### src/hw/rtl/two_stage_query_escaper_defines.svh
// ----------------------------------------------------------------------------
// two_stage_query_escaper_defines.svh
// Assertion macros shared by the query escaper RTL.
// ----------------------------------------------------------------------------
`ifndef TWO_STAGE_QUERY_ESCAPER_DEFINES_SVH
`define TWO_STAGE_QUERY_ESCAPER_DEFINES_SVH

// Same-cycle implication, sampled on clk, off during reset.
`define TSQE_ASSERT_NOW(label, ante, cons) \
	label: assert property (@(posedge clk) disable iff (!arst_n) (ante) |-> (cons)) \
		else $error("tsqe: same-cycle check failed");

// Next-cycle implication, sampled on clk, off during reset.
`define TSQE_ASSERT_NEXT(label, ante, cons) \
	label: assert property (@(posedge clk) disable iff (!arst_n) (ante) |=> (cons)) \
		else $error("tsqe: next-cycle check failed");

`endif

### src/hw/rtl/tsqe_pkg.sv
// ----------------------------------------------------------------------------
// tsqe_pkg
// Constants, register map and lookup functions of the query escaper.
// ----------------------------------------------------------------------------
package tsqe_pkg;

	localparam int unsigned ByteW    = 8;
	localparam int unsigned DataW    = 64;
	localparam int unsigned AddrW    = 6;
	localparam int unsigned ExcW     = 21;
	localparam int unsigned SetSize  = 20;
	localparam int unsigned MaskBits = 256;

	localparam logic [ByteW-1:0] EscChar = 8'h5C;

	// Register indexes (byte address = 8 * index)
	localparam logic [2:0] RegExcMask = 3'd0;
	localparam logic [2:0] RegMask0   = 3'd1;
	localparam logic [2:0] RegMask1   = 3'd2;
	localparam logic [2:0] RegMask2   = 3'd3;
	localparam logic [2:0] RegMask3   = 3'd4;

	localparam logic [ExcW-1:0]  ExcReset   = '0;
	localparam logic [DataW-1:0] Mask0Reset = 64'd17179869184;
	localparam logic [DataW-1:0] Mask1Reset = 64'd268435456;
	localparam logic [DataW-1:0] Mask2Reset = '0;
	localparam logic [DataW-1:0] Mask3Reset = '0;

	// Query-syntax set; entry i pairs with exception bit i
	localparam logic [ByteW-1:0] SyntaxSet [SetSize] = '{
		8'h2B, 8'h2D, 8'h26, 8'h7C, 8'h21, 8'h28, 8'h29, 8'h7B, 8'h7D, 8'h5B,
		8'h5D, 8'h5E, 8'h22, 8'h7E, 8'h2A, 8'h3F, 8'h3A, 8'h5C, 8'h2F, 8'h20
	};

	// One bit per set entry that equals the byte
	function automatic logic [SetSize-1:0] syntax_match(input logic [ByteW-1:0] c);
		logic [SetSize-1:0] m;
		m = '0;
		for (int i = 0; i < SetSize; i++) begin
			m[i] = (SyntaxSet[i] == c);
		end
		return m;
	endfunction

	// Second-stage mask bit for a byte value
	function automatic logic mask_bit(input logic [MaskBits-1:0] mask,
			input logic [ByteW-1:0] c);
		return mask[c];
	endfunction

endpackage

### src/hw/rtl/tsqe_in_if.sv
// ----------------------------------------------------------------------------
// tsqe_in_if
// Input channel of the query escaper: one text byte per transfer.
// ----------------------------------------------------------------------------
interface tsqe_in_if;
	import tsqe_pkg::*;

	logic             valid;
	logic             ready;
	logic [ByteW-1:0] in_byte;

	modport source (output valid, output in_byte, input ready);
	modport sink (input valid, input in_byte, output ready);

endinterface

### src/hw/rtl/tsqe_out_if.sv
// ----------------------------------------------------------------------------
// tsqe_out_if
// Output channel of the query escaper: one escaped byte per transfer.
// ----------------------------------------------------------------------------
interface tsqe_out_if;
	import tsqe_pkg::*;

	logic             valid;
	logic             ready;
	logic [ByteW-1:0] out_byte;
	logic             run_last;

	modport source (output valid, output out_byte, output run_last, input ready);
	modport sink (input valid, input out_byte, input run_last, output ready);

endinterface

### src/hw/rtl/two_stage_query_escaper.sv
// ----------------------------------------------------------------------------
// two_stage_query_escaper
// Two-stage backslash escaper for query text, one input byte per transfer.
// ----------------------------------------------------------------------------
// Each input byte expands to 1 to 4 output bytes: 0 to 3 backslashes followed
// by the byte itself, with run_last set on the byte itself. The output is
// driven from a single result register that sends one byte per cycle while
// out_ch.ready is high; an input byte holds it until its last byte is sent,
// so a stream with nothing to escape runs at one byte per cycle while the
// output is ready. An input transfer passes the input register, then the
// result register. Registers sit on an APB-style port with 64-bit data at
// byte addresses 0 (exception mask), 8, 16, 24, 32 (second-stage mask words);
// pready is always high, writes to other addresses are dropped and read as 0.
// ----------------------------------------------------------------------------
`include "two_stage_query_escaper_defines.svh"

module two_stage_query_escaper (
	input  logic                       clk,
	input  logic                       arst_n,
	input  logic                       psel,
	input  logic                       penable,
	input  logic                       pwrite,
	input  logic [tsqe_pkg::AddrW-1:0] paddr,
	input  logic [tsqe_pkg::DataW-1:0] pwdata,
	output logic [tsqe_pkg::DataW-1:0] prdata,
	output logic                       pready,
	tsqe_in_if.sink                    in_ch,
	tsqe_out_if.source                 out_ch
);
	import tsqe_pkg::*;

	logic [ExcW-1:0]  exc_q;
	logic [DataW-1:0] mask0_q, mask1_q, mask2_q, mask3_q;
	logic [2:0]       reg_idx;
	logic             cfg_wr;

	logic             v_s1;
	logic [ByteW-1:0] byte_s1;
	logic             v_s2;
	logic [ByteW-1:0] byte_s2;
	logic [1:0]       rem_s2;

	logic [MaskBits-1:0] mask_all;
	logic                esc1, esc2_bs, esc2_c;
	logic [1:0]          n_bs;
	logic                out_done, adv_s1;

	// Register port
	assign pready  = 1'b1;
	assign reg_idx = paddr[AddrW-1:3];
	assign cfg_wr  = psel && penable && pwrite;

	always_ff @(posedge clk or negedge arst_n) begin
		if (!arst_n) begin
			exc_q   <= ExcReset;
			mask0_q <= Mask0Reset;
			mask1_q <= Mask1Reset;
			mask2_q <= Mask2Reset;
			mask3_q <= Mask3Reset;
		end else if (cfg_wr) begin
			unique case (reg_idx)
				RegExcMask: exc_q   <= pwdata[ExcW-1:0];
				RegMask0:   mask0_q <= pwdata;
				RegMask1:   mask1_q <= pwdata;
				RegMask2:   mask2_q <= pwdata;
				RegMask3:   mask3_q <= pwdata;
				default:    ;
			endcase
		end
	end

	always_comb begin
		unique case (reg_idx)
			RegExcMask: prdata = DataW'(exc_q);
			RegMask0:   prdata = mask0_q;
			RegMask1:   prdata = mask1_q;
			RegMask2:   prdata = mask2_q;
			RegMask3:   prdata = mask3_q;
			default:    prdata = '0;
		endcase
	end

	// Handshake: the result register frees up on the transfer of its last byte
	assign out_done    = v_s2 && out_ch.ready && (rem_s2 == 2'd0);
	assign adv_s1      = v_s1 && (!v_s2 || out_done);
	assign in_ch.ready = !v_s1 || adv_s1;

	// Count backslashes: stage one, stage two on that backslash, stage two on byte
	assign mask_all = {mask3_q, mask2_q, mask1_q, mask0_q};
	assign esc1     = |(syntax_match(byte_s1) & ~exc_q[SetSize-1:0]);
	assign esc2_bs  = esc1 && mask_bit(mask_all, EscChar);
	assign esc2_c   = mask_bit(mask_all, byte_s1);
	assign n_bs     = {1'b0, esc1} + {1'b0, esc2_bs} + {1'b0, esc2_c};

	// Advance valid and count through both stages
	always_ff @(posedge clk or negedge arst_n) begin
		if (!arst_n) begin
			v_s1   <= 1'b0;
			v_s2   <= 1'b0;
			rem_s2 <= 2'd0;
		end else begin
			if (in_ch.ready) begin
				v_s1 <= in_ch.valid;
			end
			if (adv_s1) begin
				v_s2   <= 1'b1;
				rem_s2 <= n_bs;
			end else if (out_done) begin
				v_s2 <= 1'b0;
			end else if (v_s2 && out_ch.ready) begin
				rem_s2 <= rem_s2 - 2'd1;
			end
		end
	end

	// Payload registers
	always_ff @(posedge clk) begin
		if (in_ch.valid && in_ch.ready) begin
			byte_s1 <= in_ch.in_byte;
		end
		if (adv_s1) begin
			byte_s2 <= byte_s1;
		end
	end

	// Backslashes first, then the byte itself flagged as last
	assign out_ch.valid    = v_s2;
	assign out_ch.run_last = (rem_s2 == 2'd0);
	assign out_ch.out_byte = (rem_s2 == 2'd0) ? byte_s2 : EscChar;

	// Checks
	`TSQE_ASSERT_NOW(a_in_needs_room, in_ch.valid && in_ch.ready && v_s1, adv_s1)
	`TSQE_ASSERT_NEXT(a_rem_counts_down, v_s2 && out_ch.ready && (rem_s2 != 2'd0), v_s2 && (rem_s2 == 2'($past(rem_s2) - 2'd1)))
	`TSQE_ASSERT_NEXT(a_last_frees_s2, out_done && !adv_s1, !v_s2)

endmodule

### src/flat_wrapper.sv
// flat-port wrapper written by rule: the top's interface ports become plain ports
module two_stage_query_escaper_flat import tsqe_pkg::*;
  (clk, arst_n, psel, penable, pwrite, paddr, pwdata, prdata, pready, in_ch_valid, in_ch_in_byte, in_ch_ready, out_ch_valid, out_ch_out_byte, out_ch_run_last, out_ch_ready);
  tsqe_in_if in_ch_i ();
  tsqe_out_if out_ch_i ();
  input  logic clk;
  input  logic arst_n;
  input  logic psel;
  input  logic penable;
  input  logic pwrite;
  input  logic [tsqe_pkg::AddrW-1:0] paddr;
  input  logic [tsqe_pkg::DataW-1:0] pwdata;
  output logic [tsqe_pkg::DataW-1:0] prdata;
  output logic pready;
  input wire logic [$bits(in_ch_i.valid)-1:0] in_ch_valid;
  input wire logic [$bits(in_ch_i.in_byte)-1:0] in_ch_in_byte;
  output wire logic [$bits(in_ch_i.ready)-1:0] in_ch_ready;
  output wire logic [$bits(out_ch_i.valid)-1:0] out_ch_valid;
  output wire logic [$bits(out_ch_i.out_byte)-1:0] out_ch_out_byte;
  output wire logic [$bits(out_ch_i.run_last)-1:0] out_ch_run_last;
  input wire logic [$bits(out_ch_i.ready)-1:0] out_ch_ready;
  assign in_ch_i.valid = in_ch_valid;
  assign in_ch_i.in_byte = in_ch_in_byte;
  assign in_ch_ready = in_ch_i.ready;
  assign out_ch_valid = out_ch_i.valid;
  assign out_ch_out_byte = out_ch_i.out_byte;
  assign out_ch_run_last = out_ch_i.run_last;
  assign out_ch_i.ready = out_ch_ready;
  two_stage_query_escaper u_core (.clk(clk), .arst_n(arst_n), .psel(psel), .penable(penable), .pwrite(pwrite), .paddr(paddr), .pwdata(pwdata), .prdata(prdata), .pready(pready), .in_ch(in_ch_i), .out_ch(out_ch_i));
endmodule
### config.mk
export PLATFORM = sky130hd
export DESIGN_NAME = two_stage_query_escaper_flat
export DESIGN_NICKNAME = d
export VERILOG_FILES = /design/src/hw/rtl/tsqe_pkg.sv /design/src/hw/rtl/tsqe_in_if.sv /design/src/hw/rtl/tsqe_out_if.sv /design/src/hw/rtl/two_stage_query_escaper.sv /design/src/flat_wrapper.sv
export VERILOG_INCLUDE_DIRS = /design/src /design/src/hw/rtl
export SDC_FILE = /design/constraint.sdc
export NUM_CORES = 1
export LEC_CHECK = 0
export ABC_CLOCK_PERIOD_IN_PS = 3050
export BUFFER_PORTS_ARGS = -buffer_cell sky130_fd_sc_hd__buf_2
export CELL_PAD_IN_SITES_DETAIL_PLACEMENT = 0
export CELL_PAD_IN_SITES_GLOBAL_PLACEMENT = 1
export CORE_UTILIZATION = 44
export CTS_CLUSTER_SIZE = 40
export DETAILED_ROUTE_END_ITERATION = 10
export HOLD_SLACK_MARGIN = 0.06
export PLACE_DENSITY_LB_ADDON = 0.1
export SLEW_MARGIN = 10
export SYNTH_ARGS = -nofsm -noshare
export SYNTH_HDL_FRONTEND = slang
export SYNTH_SLANG_ARGS = --single-unit
### constraint.sdc
create_clock -name clk -period 3.05 [get_ports clk]
set_input_delay 0.1525 -clock clk [delete_from_list [all_inputs] [get_ports clk]]
set_output_delay 0.1525 -clock clk [all_outputs]
set_load 0.01 [all_outputs]
==> results.md, run 1 <==
- Capturing point of the worst reg2reg path: u_core.rem_s2[0]
- Final Worst Setup Slack: -190 ps
- Synth warnings: 0
- Via density: 5.97
- Antenna violations before repair: 0
- Path depth of the worst reg2reg path: 14
- Post-Synthesis Cells: 1127
- Rows: 67
- Unrepaired setup endpoints after global routing: yes
- RD Place Congestion: 0.843
- Post-DP Area: 0.0171 mm2
- DRT antenna net count: 0
- FF-to-FF Start: u_core.byte_s1[1]
- Fin area: 0.0194 mm2
- Worst VDD drop: 0.451 mV
- Crit end category: register
- Slowest CP cell: fa_1
- Min-delay worst type: input port to asynchronous set/reset pin
- GRT Overall Usage: 26.8%
- Critical-path cell list: buf_4 -> buf_12 -> buf_12 -> buf_6 -> buf_4 -> mux2_2 -> or4_4 -> and3_4 -> a211oi_4 -> fa_1 -> mux2i_1 -> nor2_1 -> a21oi_1 -> a21oi_1
- CP top delay family: buffers and inverters
- Post-synthesis cell type count: 57
- DR DRC count: 0
- Crit Path Max Fanout: 7
- Max-Cap Viols: 0
- Synth top area cells: dfrtp_1 (46%), mux2_2 (22%), mux4_2 (6.9%)
- Nets@finish: 1498
- Layout cell share with drive strength beyond 1: 48.5%
- H-tree depth: 2
- Leak pwr: 8.69 nW
- Failing checks: negative setup slack
- Drt wl/cell: 25.0 um
- Hold slack: 233 ps
- Dpl hpwl: 31700 um
- Measured slew at the worst slew-check pin: 718 ps
- Endpoints failing setup: 1
- Reg area: 0.00751 mm2
- Max clock buf depth: 3
- Fin Clk Skew: 12.4 ps
- Root Buffer: clkbuf_16
- Fin. max-slew vios: 0
- Pwr dens: 670 mW/mm2
- CP max stage delay: 460 ps
- Core area: 0.0339 mm2
- Congestion Overflow GR: 0
- Synth Register Bits: 297
- Mapped Area: 0.0153 mm2
- Status: finished, violations left
- Multi-input gate area: 0.00743 mm2
- Req. time, crit path: 3420 ps
- IO Pins: 161
- Synth Flop Type: dfrtp_1
- CTS tree: built
- First-pass GRT wire length: 72400 um
- Die Span Y: 189 um
- Die X: 189 um
- DRT Wirelength: 47000 um
- P&R area growth vs syn: 26.5%
- Fraction of registers with async set/reset: 94.6%
- Port bufs: 156
- EDFF count, synth: 16
- Seq/Total Area, Yosys: 49.0%
- Setup TNS Final: -190 ps
- Largest net degree at the start of global routing: 79
- Drt initial violations: 738
- CP Class: register to register
- Fin crit share: 106%
- Worst-Skew Late Latency: 500 ps
- TritonRoute pass-1 iters: 7
- Slew margin rel.: 52.1%
- Placement Setup Slack: -173 ps
- Vias in the first global route: 11400
- R2r setup slk: -190 ps
- Initial Utilization: 45.3%
- TritonCTS Sinks: 297
- Yosys top cell area share: 45.5%
- Syn_nets: 1214
- Full die area: 0.0356 mm2
- Fmax: 309 MHz
- Startpoint type of the worst setup path: register
- CP Data Arrival Time: 3610 ps
- Clk slew on worst S/H paths: 60 ps
- WP depth: 14
- Tmin final: 3240 ps
- Hold Vio Cnt, Final: 0
- Crit path buf inv count: 5
- Filler cell count: 2835
- Syn Area/Cell: 13.6 um2
- CTS Buf Count: 35
- Leading area contributor after synthesis: dfrtp_1
- Via Count: 11300
-- layout by cell type, fill, tap and decap left out, drive strengths merged, types with 7 or more instances in the layout --
cell type    netlist  final
inv                8      8
and2               7      7
nand2b             9      9
a21oi             10     10
clkbuf            34     55
nor3               8      8
dfrtp            279    279
nor2b             10     10
nor2              16     16
a22oi            130    130
nand3              8      8
mux2             303    303
buf               59    264
mux2i             28     28
nand2             63     63
edfxtp            16     16
dlygate4sd3        0     75
mux4              60     60
o22ai             25     25
-- sequential cells by signal, indices dropped and copies added (netlist names) --
name / cells
u_core.byte_s1: 8
u_core.rem_s2: 2
u_core.mask1_q: 64
u_core.out_ch.valid: 1
u_core.byte_s2: 8
u_core.mask2_q: 64
u_core.mask0_q: 64
u_core.v_s1: 1
u_core.exc_q: 21
u_core.mask3_q: 64
-- synth_stat cells (all sizes together) (2+ instances only) --
cell type    n
a21oi       10
a22oi      130
a31oi        4
nor2        16
dfrtp      279
dfstp        2
a211oi       4
o21ai        3
nand2b       9
edfxtp      16
o221ai       3
nand2       63
mux4        60
a311oi       2
a21o         2
nor3         8
o2111ai      2
mux2i       28
nand3        8
and2         7
inv          8
nor2b       10
o22ai       25
clkbuf      34
o22a         2
o32ai        2
mux2       303
o311ai       3
or3          2
o211ai       5
or2          2
or4          2
buf         59
-- layout make-up --
| class | instances | area share (%) |
|---|---|---|
| Sequential cell | 297 | 38.8 |
| Multi-Input combinational cell | 729 | 38.3 |
| Timing Repair Buffer | 340 | 13.9 |
| Clock buffer | 54 | 5.52 |
| Tap cell | 448 | 2.89 |
| Clock inverter | 7 | 0.439 |
| Inverter | 8 | 0.155 |
| Antenna cell | 1 | 0.0129 |
-- stage by stage --
step / cells / util, % / power, mW
after global routing: 1883 / 57.2 / 13.6
after detailed placement: 1720 / 50.5 / 8.58
after CTS: 1856 / 56.1 / 12.9
final: 1884 / 57.3 / 13.0
after global placement: 1720 / 50.5 / 8.53
after floorplan: 1127 / - / 7.26
-- layer usage --
metal	wire (um)	up-vias	global-route usage (%)
met1	20900	5854	38.6
met4	567	0	4.78
met5	0	-	0
li1	-	4906	-
met2	22500	440	43.7
met3	3120	50	3.35
-- how the worst max path moves through the flow --
stage                       from               end  slack [ps]
2_1_floorplan  u_core.byte_s1[0]  u_core.rem_s2[0]         180
3_3_place_gp   u_core.byte_s1[3]  u_core.rem_s2[0]        -170
3_5_place_dp   u_core.byte_s1[0]  u_core.rem_s2[0]        -170
4_1_cts        u_core.byte_s1[3]  u_core.rem_s2[0]        -150
5_1_grt        u_core.byte_s1[1]  u_core.rem_s2[0]        -300
6_report       u_core.byte_s1[1]  u_core.rem_s2[0]        -190
-- report_power, final --
group          internal (mW)  switching (mW)  total, mW
logic                   1.84            1.43       3.28
clock network           2.57            1.61       4.18
registers               4.77           0.760       5.53
total                   9.19            3.80       13.0
-- what timing repair did --
| item | CTS | global route |
|---|---|---|
| endpoints found under the hold margin | 361 | 0 |
| buffers inserted | 0 | 26 |
| gates cloned | 0 | 1 |
| endpoints found under the setup margin | 1 | 2 |
| hold buffers | 75 | 0 |
| gates resized for setup | 4 | 30 |
| pin swaps | 1 | 4 |
-- logic make-up (layout without fill, tap and decap cells) --
| logic type | after synthesis | in the layout | synth area share (%) |
|---|---|---|---|
| and+or+nand+nor | 132 | 132 | 4.10 |
| buffers and inverters | 101 | 409 | 3.70 |
| AOI/OAI and AO/OA | 203 | 203 | 9.73 |
| DFF | 297 | 297 | 49.0 |
| adders and majority gates | 2 | 2 | 0.212 |
| muxes | 391 | 391 | 33.2 |
| other | 1 | 2 | 0.0245 |
Power figures use the tool's default switching activity.
==> run 2, diff against run 1 <==
--- a/config.mk
+++ b/config.mk
@@ -6,8 +6,7 @@
 export SDC_FILE = /design/constraint.sdc
 export NUM_CORES = 1
 export LEC_CHECK = 0
-export ABC_CLOCK_PERIOD_IN_PS = 3050
-export BUFFER_PORTS_ARGS = -buffer_cell sky130_fd_sc_hd__buf_2
+export BUFFER_PORTS_ARGS = -buffer_cell sky130_fd_sc_hd__buf_4
 export CELL_PAD_IN_SITES_DETAIL_PLACEMENT = 0
 export CELL_PAD_IN_SITES_GLOBAL_PLACEMENT = 1
 export CORE_UTILIZATION = 44
==> run 2 against run 1 <==
- combinational power is 2% higher
- critical path type unchanged
- the run still ends with negative setup slack left
- final area is 0.60% higher
- sequential share of layout area is 0.23 points lower
- first-iteration DRC count is 5.7% higher
- setup slack better by 97 ps
- worst hold slack better by 12 ps
- critical endpoint unchanged
- power is 1.2% lower
- routed wire length is 0.53% lower
- register-to-register slack better by 97 ps
==> results.md, run 2 (synthesis results as in run 1) <==
- Unrepaired setup endpoints after global routing: yes
- Die X: 189 um (unchanged)
- Die Span Y: 189 um (unchanged)
- Startpoint type of the worst setup path: register
- Largest net degree at the start of global routing: 88 (+11%)
- DRT Wirelength: 46800 um (-0.53%)
- Max-Cap Viols: 0 (unchanged)
- Via Count: 11200 (-0.43%)
- Fmax: 318 MHz (+3.1%)
- R2r setup slk: -90 ps (+100 ps)
- Measured slew at the worst slew-check pin: 749 ps (+31.4 ps)
- CTS tree: built
- Failing checks: negative setup slack
- Drt wl/cell: 25.1 um (+0.38%)
- Min-delay worst type: input port to asynchronous set/reset pin
- Capturing point of the worst reg2reg path: u_core.rem_s2[0]
- Dpl hpwl: 30400 um (-4.3%)
- TritonCTS Sinks: 297 (unchanged)
- DRT antenna net count: 0 (unchanged)
- Endpoints failing setup: 1 (unchanged)
- CP Data Arrival Time: 3540 ps (-70 ps)
- Slew margin rel.: 50.1% (-2.1 points)
- Fin Clk Skew: 9.26 ps (-3.18 ps)
- CP max stage delay: 460 ps (about the same)
- Placement Setup Slack: -136 ps (+36.4 ps)
- Core area: 0.0339 mm2 (unchanged)
- Reg area: 0.00751 mm2 (unchanged)
- Pwr dens: 658 mW/mm2 (-1.8%)
- Vias in the first global route: 11400 (-0.29%)
- Slowest CP cell: fa_1
- Critical-path cell list: buf_12 -> buf_8 -> mux4_2 -> nand2b_1 -> a21oi_2 -> buf_4 -> nor3_1 -> o22ai_1 -> a211oi_4 -> fa_1 -> mux2i_1 -> nor2_1 -> a21oi_1 -> a21oi_1
- Multi-input gate area: 0.00737 mm2 (-0.86%)
- Clk slew on worst S/H paths: 60 ps (about the same)
- Leak pwr: 8.66 nW (-0.45%)
- Status: finished, violations left
- CP most frequent cell: a21oi_1
- Fin crit share: 103% (-3.2 points)
- CP Class: register to register
- Full die area: 0.0356 mm2 (unchanged)
- DR DRC count: 0 (unchanged)
- Filler cell count: 2833 (-0.071%)
- Max clock buf depth: 3 (unchanged)
- Drt initial violations: 780 (+5.7%)
- Worst VDD drop: 0.385 mV (-15%)
- Initial Utilization: 45.3% (unchanged)
- Rows: 67 (unchanged)
- Antenna violations before repair: 0 (unchanged)
- Hold slack: 245 ps (+11.6 ps)
- Worst-Skew Late Latency: 520 ps (+20 ps)
- Final Worst Setup Slack: -93.4 ps (+96.8 ps)
- Fin area: 0.0195 mm2 (+0.60%)
- Setup TNS Final: -93.4 ps (+96.8 ps)
- Hold Vio Cnt, Final: 0 (unchanged)
- First-pass GRT wire length: 71300 um (-1.5%)
- Post-DP Area: 0.0174 mm2 (+1.7%)
- RD Place Congestion: 0.845 (+0.31%)
- Total chip power: 12.8 mW (-1.2%)
- Congestion Overflow GR: 0 (unchanged)
- Req. time, crit path: 3450 ps (+30 ps)
- Fin. max-slew vios: 0 (unchanged)
- Layout cell share with drive strength beyond 1: 47.9% (-0.58 points)
- Via density: 6.00 (+0.48%)
- P&R area growth vs syn: 27.2%
- TritonRoute pass-1 iters: 7 (unchanged)
- Crit Path Max Fanout: 9 (+2)
- FF-to-FF Start: u_core.byte_s1[0]
- GRT Overall Usage: 26.4% (-0.39 points)
- Most common cell after layout, fill and taps aside: mux2_2
- Tmin final: 3140 ps (-96.8 ps)
- Commonest cells after routing, fill and taps aside: mux2_2 (298), dfrtp_1 (279), buf_4 (221), a22oi_1 (130), dlygate4sd3_1 (75)
- Root Buffer: clkbuf_16
- Final antenna diode count: 0 (-1)
- Crit end category: register
- CTS Buf Count: 35 (unchanged)
- IO Pins: 161 (unchanged)
- H-tree depth: 2 (unchanged)
- Path depth of the worst reg2reg path: 14 (unchanged)
- Nets@finish: 1482 (-1.1%)
- Port bufs: 156 (unchanged)
-- run 2: cell types whose count changed in the layout (fill, tap and decap cells not counted), moves of 3 or more --
cell,delta
clkinv_2,+3
buf_2,-155
inv_6,+3
buf_12,-4
buf_4,+140
-- run 2: worst max path at each step --
stage                      start  slack (ps)               end
6_report       u_core.byte_s1[0]         -90  u_core.rem_s2[0]
5_1_grt        u_core.byte_s1[1]        -190  u_core.rem_s2[0]
4_1_cts        u_core.byte_s1[3]         -90  u_core.rem_s2[0]
3_5_place_dp   u_core.byte_s1[0]        -140  u_core.rem_s2[0]
3_3_place_gp   u_core.byte_s1[3]        -110  u_core.rem_s2[0]
2_1_floorplan  u_core.byte_s1[0]         180  u_core.rem_s2[0]
-- run 2: report_power, final --
part / switching, mW / internal (mW) / total, mW
logic: 1.44 / 1.92 / 3.36
registers: 0.737 / 4.77 / 5.51
clock network: 1.65 / 2.31 / 3.97
total: 3.83 / 9.00 / 12.8
-- run 2: repair_timing --
action / CTS / global route
hold buffers: 75 / 0
gates resized for setup: 10 / 19
pin swaps: 2 / 7
endpoints found under the hold margin: 369 / 0
gates cloned: 0 / 2
buffers inserted: 5 / 11
endpoints found under the setup margin: 1 / 1
-- run 2: routing by layer --
layer	track usage, %	share of wire (%)
met5	0	0
met4	7.44	2.2
met3	3.73	5.4
met2	41.1	47
met1	38.3	45
-- run 2: stage by stage --
stage | utilization (%) | instances
3_5_place_dp | 51.4 | 1713
2_1_floorplan | - | 1127
3_3_place_gp | 51.4 | 1713
5_1_grt | 57.6 | 1867
6_report | 57.6 | 1867
4_1_cts | 56.9 | 1854
-- run 2: area by class of cell --
cell class | instances | area share, %
sequential | 297 | 38.5
multi-input combinational | 729 | 37.8
timing repair buffer | 324 | 15.1
clock buffer | 50 | 5.19
tap | 448 | 2.87
clock inverter | 11 | 0.340
inverter | 8 | 0.154
-- run 2: worst max-delay path, delay by kind of cell (launching register included) --
family | cells | cell delay [ps]
compound gates | 5 | 760
fa+ha+maj | 1 | 460
simple gates | 3 | 490
buf+inv | 3 | 440
mux | 2 | 460
flops | 1 | 410
